==> config.mk <==
export PLATFORM = sky130hd
export DESIGN_NAME = go_back_n_receiver_core
export DESIGN_NICKNAME = d
export VERILOG_FILES = /design/src/rtl/gbn_pkg.sv /design/src/rtl/gbn_in_reg.sv /design/src/rtl/gbn_proto.sv /design/src/rtl/gbn_out_reg.sv /design/src/rtl/go_back_n_receiver_core.sv
export VERILOG_INCLUDE_DIRS = /design/src /design/src/rtl
export SDC_FILE = /design/constraint.sdc
export NUM_CORES = 1
export LEC_CHECK = 0
export BUFFER_PORTS_ARGS = -buffer_cell sky130_fd_sc_hd__buf_4
export CAP_MARGIN = 30
export CORE_MARGIN = 3
export CORE_UTILIZATION = 50
export CTS_BUF_LIST = sky130_fd_sc_hd__clkbuf_2 sky130_fd_sc_hd__clkbuf_4 sky130_fd_sc_hd__clkbuf_8
export CTS_CLUSTER_DIAMETER = 40
export CTS_CLUSTER_SIZE = 20
export DETAILED_ROUTE_END_ITERATION = 10
export PLACE_DENSITY_LB_ADDON = 0.1
export REMOVE_ABC_BUFFERS = 1
export SLEW_MARGIN = 20
export SYNTH_ARGS = -nofsm -noshare
export SYNTH_HDL_FRONTEND = slang
export SYNTH_HIERARCHICAL = 1
export SYNTH_SLANG_ARGS = --single-unit
export TNS_END_PERCENT = 1
==> constraint.sdc <==
create_clock -name i_clk -period 9 [get_ports i_clk]
set_input_delay 1.35 -clock i_clk [delete_from_list [all_inputs] [get_ports i_clk]]
set_output_delay 1.35 -clock i_clk [all_outputs]
set_load 0.01 [all_outputs]
==> src/rtl/assert_macros.svh <==
// Assertion macros for the RTL files that carry checks (gbn_proto).
`ifndef ASSERT_MACROS_SVH
`define ASSERT_MACROS_SVH

// Check a property on every clock edge outside reset.
`define GBN_ASSERT(label, prop, msg) \
    label: assert property (@(posedge i_clk) disable iff (!i_rst_n) (prop)) \
        else $error(msg);

// Check a property on every clock edge, reset included.
`define GBN_ASSERT_ALWAYS(label, prop, msg) \
    label: assert property (@(posedge i_clk) (prop)) else $error(msg);

`endif

==> src/rtl/gbn_pkg.sv <==
// Shared types and constants for the go-back-N receiver.
package gbn_pkg;

    localparam int unsigned SEQ_WIDTH_DEF    = 32;
    localparam int unsigned PKT_SEQ_W        = 32;
    localparam int unsigned PKT_DATA_W       = 32;
    localparam int unsigned CLOSE_W          = 16;
    localparam logic [CLOSE_W-1:0] CLOSE_WAIT_RESET = 16'd1000;

    // Stream packing widths
    localparam int unsigned IN_TDATA_W  = PKT_SEQ_W + PKT_DATA_W;
    localparam int unsigned IN_TUSER_W  = 4;
    localparam int unsigned OUT_TDATA_W = PKT_SEQ_W + PKT_DATA_W;
    localparam int unsigned OUT_TUSER_W = 5;

    typedef enum logic [2:0] {
        PKT_SYN   = 3'd0,
        PKT_ACK   = 3'd1,
        PKT_DATA  = 3'd2,
        PKT_FIN   = 3'd3,
        PKT_OTHER = 3'd4
    } t_frame_type;

    typedef enum logic [1:0] {
        RPL_SYN_ACK  = 2'd0,
        RPL_DATA_ACK = 2'd1,
        RPL_FIN_ACK  = 2'd2
    } t_reply_kind;

    typedef enum logic {
        OP_POLL   = 1'b0,
        OP_PACKET = 1'b1
    } t_op;

    typedef struct packed {
        logic                  op;
        logic [2:0]            frame_type;
        logic [PKT_SEQ_W-1:0]  pkt_seq;
        logic [PKT_DATA_W-1:0] pkt_data;
    } t_in_item;

    typedef struct packed {
        logic                  send_valid;
        logic [1:0]            reply_kind;
        logic [PKT_SEQ_W-1:0]  reply_seq;
        logic                  deliver_valid;
        logic [PKT_DATA_W-1:0] deliver_data;
        logic                  link_closed;
    } t_result;

endpackage

==> src/rtl/gbn_in_reg.sv <==
// Input register stage: captures one beat and hands it to the protocol logic.
module gbn_in_reg (
    input  logic                             i_clk,
    input  logic                             i_rst_n,
    input  logic                             i_tvalid,
    output logic                             o_tready,
    input  logic [gbn_pkg::IN_TDATA_W-1:0]   i_tdata,
    input  logic [gbn_pkg::IN_TUSER_W-1:0]   i_tuser,
    input  logic                             i_advance,
    output logic                             o_fire,
    output gbn_pkg::t_in_item                o_item
);
    import gbn_pkg::*;

    logic     r_valid;
    logic     n_valid;
    t_in_item r_item;
    logic     w_accept;

    // Take a beat when empty or when the held beat moves on this cycle
    assign o_tready = !r_valid || i_advance;
    assign w_accept = i_tvalid && o_tready;
    assign o_fire   = r_valid && i_advance;
    assign o_item   = r_item;

    always_comb begin
        if (w_accept) begin
            n_valid = 1'b1;
        end else if (i_advance) begin
            n_valid = 1'b0;
        end else begin
            n_valid = r_valid;
        end
    end

    always_ff @(posedge i_clk) begin
        if (!i_rst_n) begin
            r_valid <= 1'b0;
        end else begin
            r_valid <= n_valid;
        end
    end

    // Unpack the beat; payload needs no reset
    always_ff @(posedge i_clk) begin
        if (w_accept) begin
            r_item.op         <= i_tuser[0];
            r_item.frame_type <= i_tuser[3:1];
            r_item.pkt_seq    <= i_tdata[PKT_SEQ_W-1:0];
            r_item.pkt_data   <= i_tdata[IN_TDATA_W-1:PKT_SEQ_W];
        end
    end

endmodule

==> src/rtl/gbn_proto.sv <==
// Link state, close timer and the per-item reply/delivery decision.
`include "assert_macros.svh"

module gbn_proto #(
    parameter int unsigned SEQ_WIDTH = gbn_pkg::SEQ_WIDTH_DEF
) (
    input  logic                          i_clk,
    input  logic                          i_rst_n,
    input  logic                          i_cfg_wen,
    input  logic [gbn_pkg::CLOSE_W-1:0]   i_cfg_wdata,
    input  logic                          i_fire,
    input  gbn_pkg::t_in_item             i_item,
    output gbn_pkg::t_result              o_result
);
    import gbn_pkg::*;

    logic [CLOSE_W-1:0]   r_close_limit;
    logic [SEQ_WIDTH-1:0] r_last, n_last;
    logic [SEQ_WIDTH-1:0] r_expected, n_expected;
    logic                 r_syn_seen, n_syn_seen;
    logic                 r_link_up, n_link_up;
    logic                 r_fin_seen, n_fin_seen;
    logic [CLOSE_W-1:0]   r_close_count, n_close_count;
    logic                 r_closed, n_closed;

    logic [SEQ_WIDTH-1:0] w_seq;
    logic                 w_seq_zero;
    logic                 w_is_pkt;
    t_result              w_res;

    // Reduce the packet sequence to the link's sequence width
    assign w_seq      = SEQ_WIDTH'(i_item.pkt_seq);
    assign w_seq_zero = (w_seq == '0);
    assign w_is_pkt   = (i_item.op == OP_PACKET);

    always_comb begin
        n_last        = r_last;
        n_expected    = r_expected;
        n_syn_seen    = r_syn_seen;
        n_link_up     = r_link_up;
        n_fin_seen    = r_fin_seen;
        n_close_count = r_close_count;
        n_closed      = r_closed;
        w_res         = '0;

        if (r_closed) begin
            // Closed: ignore the item, report closure only
            w_res.link_closed = 1'b1;
        end else begin
            // Count items after FIN, saturating
            if (r_fin_seen) begin
                if (r_close_count != '1) begin
                    n_close_count = r_close_count + CLOSE_W'(1);
                end
                if (n_close_count > r_close_limit) begin
                    n_closed = 1'b1;
                end
            end

            if (w_is_pkt) begin
                if (i_item.frame_type == PKT_SYN && w_seq_zero) begin
                    w_res.send_valid = 1'b1;
                    w_res.reply_kind = RPL_SYN_ACK;
                    w_res.reply_seq  = PKT_SEQ_W'(r_last);
                    n_syn_seen       = 1'b1;
                end else if (i_item.frame_type == PKT_ACK && w_seq_zero) begin
                    n_last     = '0;
                    n_expected = SEQ_WIDTH'(1);
                    n_link_up  = 1'b1;
                end else if (i_item.frame_type == PKT_DATA && !w_seq_zero && r_link_up) begin
                    w_res.send_valid = 1'b1;
                    w_res.reply_kind = RPL_DATA_ACK;
                    if (w_seq == r_expected) begin
                        // In order: deliver, ack, advance
                        n_expected          = r_expected + SEQ_WIDTH'(1);
                        n_last              = w_seq;
                        w_res.reply_seq     = PKT_SEQ_W'(w_seq);
                        w_res.deliver_valid = 1'b1;
                        w_res.deliver_data  = i_item.pkt_data;
                    end else begin
                        // Out of order: re-ack the last in-order sequence (expected - 1)
                        w_res.reply_seq = PKT_SEQ_W'(r_expected - SEQ_WIDTH'(1));
                    end
                end else if (i_item.frame_type == PKT_FIN && r_syn_seen) begin
                    w_res.send_valid = 1'b1;
                    w_res.reply_kind = RPL_FIN_ACK;
                    w_res.reply_seq  = i_item.pkt_seq & PKT_SEQ_W'({SEQ_WIDTH{1'b1}});
                    n_fin_seen       = 1'b1;
                end
            end

            w_res.link_closed = n_closed;
        end
    end

    assign o_result = w_res;

    // Close-wait limit register
    always_ff @(posedge i_clk) begin
        if (!i_rst_n) begin
            r_close_limit <= CLOSE_WAIT_RESET;
        end else if (i_cfg_wen) begin
            r_close_limit <= i_cfg_wdata;
        end
    end

    // Commit state when an item is processed
    always_ff @(posedge i_clk) begin
        if (!i_rst_n) begin
            r_last        <= '0;
            r_expected    <= '0;
            r_syn_seen    <= 1'b0;
            r_link_up     <= 1'b0;
            r_fin_seen    <= 1'b0;
            r_close_count <= '0;
            r_closed      <= 1'b0;
        end else if (i_fire) begin
            r_last        <= n_last;
            r_expected    <= n_expected;
            r_syn_seen    <= n_syn_seen;
            r_link_up     <= n_link_up;
            r_fin_seen    <= n_fin_seen;
            r_close_count <= n_close_count;
            r_closed      <= n_closed;
        end
    end

    // Closure is final
    `GBN_ASSERT(a_closed_sticky, r_closed |=> r_closed, "link reopened after close")
    // The close timer only runs once FIN has been taken
    `GBN_ASSERT(a_count_needs_fin, !r_fin_seen |-> (r_close_count == '0),
                "close counter moved before FIN")
    // A delivered word always comes with its DATA_ACK
    `GBN_ASSERT(a_deliver_acked,
                (i_fire && w_res.deliver_valid) |->
                    (w_res.send_valid && w_res.reply_kind == RPL_DATA_ACK),
                "delivery without data ack")
    // Closing requires FIN to have been seen
    `GBN_ASSERT(a_close_after_fin, r_closed |-> r_fin_seen, "closed without FIN")

endmodule

==> src/rtl/gbn_out_reg.sv <==
// Result register stage: holds one result beat until the sink takes it.
module gbn_out_reg (
    input  logic                             i_clk,
    input  logic                             i_rst_n,
    input  logic                             i_load,
    input  gbn_pkg::t_result                 i_result,
    output logic                             o_advance,
    output logic                             o_tvalid,
    input  logic                             i_tready,
    output logic [gbn_pkg::OUT_TDATA_W-1:0]  o_tdata,
    output logic [gbn_pkg::OUT_TUSER_W-1:0]  o_tuser
);
    import gbn_pkg::*;

    logic    r_valid;
    logic    n_valid;
    t_result r_result;

    // Room for a new result when empty or when the held one leaves now
    assign o_advance = !r_valid || i_tready;

    always_comb begin
        if (i_load) begin
            n_valid = 1'b1;
        end else if (i_tready) begin
            n_valid = 1'b0;
        end else begin
            n_valid = r_valid;
        end
    end

    always_ff @(posedge i_clk) begin
        if (!i_rst_n) begin
            r_valid <= 1'b0;
        end else begin
            r_valid <= n_valid;
        end
    end

    always_ff @(posedge i_clk) begin
        if (i_load) begin
            r_result <= i_result;
        end
    end

    // Pack the beat
    assign o_tvalid = r_valid;
    assign o_tdata  = {r_result.deliver_data, r_result.reply_seq};
    assign o_tuser  = {r_result.link_closed, r_result.deliver_valid,
                       r_result.reply_kind, r_result.send_valid};

endmodule

==> src/rtl/go_back_n_receiver_core.sv <==
// Top level of the go-back-N receiver: input stage, protocol logic, result stage.
//
//  Channel   Dir  Handshake             Contents
//  s_axis    in   tvalid/tready         tdata: pkt_seq, pkt_data; tuser: op, frame_type
//  m_axis    out  tvalid/tready         tdata: reply_seq, deliver_data;
//                                       tuser: send_valid, reply_kind, deliver_valid,
//                                              link_closed
//  cfg       in   write enable          close_wait_limit (16 bit)
//
// One item per cycle sustained while m_axis takes every beat; a beat accepted into the
// input register is processed from there and loaded into the result register,
// from which m_axis takes it.
// The rate is set by the state update in the protocol logic, committed once per item.
// Reset is synchronous, active low; it clears link state, both stages, and loads
// the close-wait limit with 1000. A stalled m_axis holds its beat, the input
// register fills once, then s_axis_tready drops in the same cycle.
module go_back_n_receiver_core #(
    parameter int unsigned SEQ_WIDTH = gbn_pkg::SEQ_WIDTH_DEF
) (
    input  logic                             i_clk,
    input  logic                             i_rst_n,
    // Configuration
    input  logic                             i_cfg_wen,
    input  logic [gbn_pkg::CLOSE_W-1:0]      i_cfg_wdata,
    // Input stream
    input  logic                             i_s_axis_tvalid,
    output logic                             o_s_axis_tready,
    // [31:0] pkt_seq, [63:32] pkt_data
    input  logic [gbn_pkg::IN_TDATA_W-1:0]   i_s_axis_tdata,
    // [0] op, [3:1] frame_type
    input  logic [gbn_pkg::IN_TUSER_W-1:0]   i_s_axis_tuser,
    // Result stream
    output logic                             o_m_axis_tvalid,
    input  logic                             i_m_axis_tready,
    // [31:0] reply_seq, [63:32] deliver_data
    output logic [gbn_pkg::OUT_TDATA_W-1:0]  o_m_axis_tdata,
    // [0] send_valid, [2:1] reply_kind, [3] deliver_valid, [4] link_closed
    output logic [gbn_pkg::OUT_TUSER_W-1:0]  o_m_axis_tuser
);
    import gbn_pkg::*;

    logic     w_advance;
    logic     w_fire;
    t_in_item w_item;
    t_result  w_result;

    gbn_in_reg u_in_reg (
        .i_clk     (i_clk),
        .i_rst_n   (i_rst_n),
        .i_tvalid  (i_s_axis_tvalid),
        .o_tready  (o_s_axis_tready),
        .i_tdata   (i_s_axis_tdata),
        .i_tuser   (i_s_axis_tuser),
        .i_advance (w_advance),
        .o_fire    (w_fire),
        .o_item    (w_item)
    );

    gbn_proto #(
        .SEQ_WIDTH (SEQ_WIDTH)
    ) u_proto (
        .i_clk       (i_clk),
        .i_rst_n     (i_rst_n),
        .i_cfg_wen   (i_cfg_wen),
        .i_cfg_wdata (i_cfg_wdata),
        .i_fire      (w_fire),
        .i_item      (w_item),
        .o_result    (w_result)
    );

    gbn_out_reg u_out_reg (
        .i_clk     (i_clk),
        .i_rst_n   (i_rst_n),
        .i_load    (w_fire),
        .i_result  (w_result),
        .o_advance (w_advance),
        .o_tvalid  (o_m_axis_tvalid),
        .i_tready  (i_m_axis_tready),
        .o_tdata   (o_m_axis_tdata),
        .o_tuser   (o_m_axis_tuser)
    );

endmodule
==> results.json <==
{
  "cts_sinks": 239,
  "synthMuxAreaShare_pct": 2.21,
  "clk_pin_slew_ns": 0.07,
  "worstPathCellList": "and3_1 -> and4_1 -> nand4_1 -> and2_1 -> nand4_1 -> xnor2_1 -> ha_1 -> a21o_1 -> a21oi_1 -> a21oi_1 -> a2111oi_0 -> nor2_1 -> a311o_1 -> a31o_2",
  "remaining_drc_errors": 0,
  "worstMarginPinSlew_ns": 0.908,
  "yosysWarnings": 6,
  "rsz0062_at_grt": "no",
  "grt_use_total_pct": 22.3,
  "cts_setup_buffers": 0,
  "syn_area_mm2": 0.0111,
  "synth_adder_area_share_pct": 2.14,
  "drive_above_1_share_pct": 22.5,
  "gp_congestion": 0.900,
  "synth_area_leaders": "edfxtp_1, dfxtp_1, xor2_1, nand2_1, nor2_1",
  "stdcell_count": 1485,
  "crit_required_ns": 9.29,
  "min_period_ns": 4.00,
  "crit_arrival_ns": 4.29,
  "drtIter0Drc": 719,
  "p_seq_share_pct": 49.5,
  "num-nets-final": 1288,
  "worstSetupPathType": "flip-flop to flip-flop",
  "syn_avg_cell_area_um2": 10.6,
  "max_cap_viol_count": 0,
  "routed_wl_mm": 27.5,
  "cp-start-kind": "flip-flop",
  "io_buffer_count": 159,
  "die_y_um": 155,
  "row_count": 53,
  "grt_pass1_vias": 8021,
  "cts_resized": 0,
  "worstPathMaxFanout": 8,
  "clkPwrFrac_pct": 45.4,
  "root_buffer": "clkbuf_8",
  "final_area_mm2": 0.0134,
  "fin_skew_ns": 0.0285,
  "io_pins": 160,
  "ys_seq_area_share_pct": 55.4,
  "critPathMaxStageDelay_ns": 0.46,
  "hold_viol": 0,
  "dp_hpwl_mm": 18.1,
  "synth_simple_gate_area_share_pct": 20.5,
  "grt_pass1_wl_mm": 43.0,
  "fmax_ghz": 0.250,
  "syn-instance-count": 1048,
  "combPwrFrac_pct": 5.1,
  "vias_per_cell": 5.71,
  "swShare_pct": 22.5,
  "clk_latency_ns": 0.55,
  "dp.cells": 1412,
  "grt_antenna_before_repair": 0,
  "ys_ff_latch": 239,
  "synth_ff_type": "edfxtp_1",
  "core_area_mm2": 0.0214,
  "postRouteAntennaNets": 0,
  "tns_ns": 0,
  "hold_buffers": 0,
  "antenna_cells": 0,
  "drt-wirelength-per-cell_um": 18.5,
  "synth_edf_count": 137,
  "worstSetupEndpointType": "flip-flop",
  "cpMaxStageDelayCell": "dfxtp_1",
  "period_share_pct": 44.5,
  "fp.dieArea_mm2": 0.0240,
  "final_common_cell": "buf_4",
  "synth_top_family_by_area": "simple AND/OR/NAND/NOR gates",
  "htree_levels": 2,
  "power_density_mw_per_mm2": 183,
  "cell_internal_pwr_mw": 1.90,
  "synth_compound_area_share_pct": 8.31,
  "ir_drop_mv": 0.120,
  "mostFrequentLayoutCells": "buf_4, edfxtp_1, nand2_1, dfxtp_1, nor2_1",
  "yosys.area.top_type": "edfxtp_1",
  "synthArstFlopShare_pct": 0,
  "clock_path_buffers": 3,
  "dieWidth_um": 155,
  "grt_remaining_overflow": 0,
  "layout-area-overhead-vs-synth_pct": 20.4,
  "power_mw": 2.45,
  "cts_tree": "yes",
  "status": "finished, final reports clean",
  "hp-class": "flip-flop to flip-flop",
  "numCtsBuffers": 38,
  "cp_top_family": "simple AND/OR/NAND/NOR gates",
  "synth_cell_type_count": 58,
  "power_switching_mw": 0.551,
  "power.leakage_nw": 5.23,
  "worst-path-buf-inv": 0,
  "synth_top_area_share_pct": 37.1,
  "initial_utilization_pct": 51.8,
  "grt_max_degree": 72,
  "num_vias": 8485,
  "detailedRoute.firstPassIterationCount": 9,
  "synthXorXnorAreaFrac_pct": 7.18,
  "slew_headroom_pct": 39.3,
  "setup_violations": 0,
  "post_dp_cell_area_mm2": 0.0124,
  "maxSlewViolCount": 0
}
cell type report:
| cell class | count | area (um^2) |
|---|---|---|
| Tap cell | 275 | 344 |
| Sequential cell | 239 | 6160 |
| Timing Repair Buffer | 173 | 1360 |
| Clock buffer | 49 | 631 |
| Clock inverter | 21 | 299 |
| Inverter | 24 | 90.1 |
| Fill cell | 1792 | 8050 |
| Multi-Input combinational cell | 704 | 4500 |
through the flow:
| step | hold slack (ns) | utilization (%) | setup WS, ns |
|---|---|---|---|
| 5_1_grt | 0.481 | 62.4 | 4.72 |
| 6_report | 0.463 | 62.4 | 5.00 |
| 3_5_place_dp | 0.457 | 57.7 | 4.85 |
| 2_1_floorplan | 0.436 | - | 4.54 |
| 3_3_place_gp | 0.449 | 57.7 | 4.92 |
| 4_1_cts | 0.465 | 62.1 | 5.02 |
logic make-up (layout without fill, tap and decap cells):
group                    after synthesis  after routing
AND/OR/NAND/NOR                      433            433
flip-flops                           239            239
AO/OA/AOI/OAI                        137            137
buffers and inverters                105            267
XOR/XNOR                              91             91
multiplexers                          24             24
adder cells (fa/ha/maj)               19             19
sequential cells by signal (all words and copies together) (netlist names):
name,count
u_out_reg/o_tdata,64
u_proto/r_close_limit,16
u_proto/r_closed,1
u_proto/r_close_count,16
u_out_reg/o_tuser,5
u_in_reg/o_item,68
u_proto/r_last,32
u_out_reg/o_tvalid,1
u_in_reg/r_valid,1
u_proto/r_expected,32
u_proto/r_syn_seen,1
u_proto/r_fin_seen,1
u_proto/r_link_up,1
worst paths after layout:
check,cells after the start,start,end,slack (ns)
worst max-delay path,14,u_proto/r_close_count[2],u_out_reg/o_tuser[4],5.00
worst min-delay path,2,u_proto/r_last[21],u_proto/r_last[21],0.46
worst max register to register,14,u_proto/r_close_count[2],u_out_reg/o_tuser[4],5.00
worst min register to register,2,u_proto/r_last[21],u_proto/r_last[21],0.46
cell usage after synthesis (3+ instances only):
library cell	count
a222oi_1	21
nor2_1	84
edfxtp_1	137
ha_1	19
o41ai_1	4
inv_1	23
nand2b_1	11
mux2_2	4
o21ai_0	16
nand3_1	58
a22oi_1	3
buf_2	23
or4_4	3
xor2_1	72
nand2_1	103
o311ai_0	4
and2_1	9
nor2b_1	3
dfxtp_1	102
xnor2_1	19
and3_1	43
and4_1	3
or2_2	4
nor3_1	12
mux2i_1	20
or3_1	17
o211ai_1	13
o21ai_1	3
buf_6	5
a21o_1	3
clkbuf_1	48
o31ai_1	7
nand4_1	22
or4_1	18
nor4_1	27
a21oi_1	55
buf_1	4
routing by layer:
layer	GRT usage, %	wire length, um
met4	7.70	677
met1	29.6	11800
met2	35.8	12900
met3	5.56	2100
met5	0	0
power groups by stage:
stage	clock (mW)	sequential (mW)	combinational (mW)
after floorplan	0	1.24	0.0397
after global placement	0	1.24	0.121
after detailed placement	0	1.24	0.123
after CTS	1.14	1.21	0.124
after global routing	1.19	1.22	0.137
final	1.11	1.21	0.125
worst min-delay path, cell delays in order, from the launching register on:
cell and delay, ns:
dfxtp_1 0.31, nand3_1 0.06, a21oi_1 0.05
(Power assumes the default switching activity.)
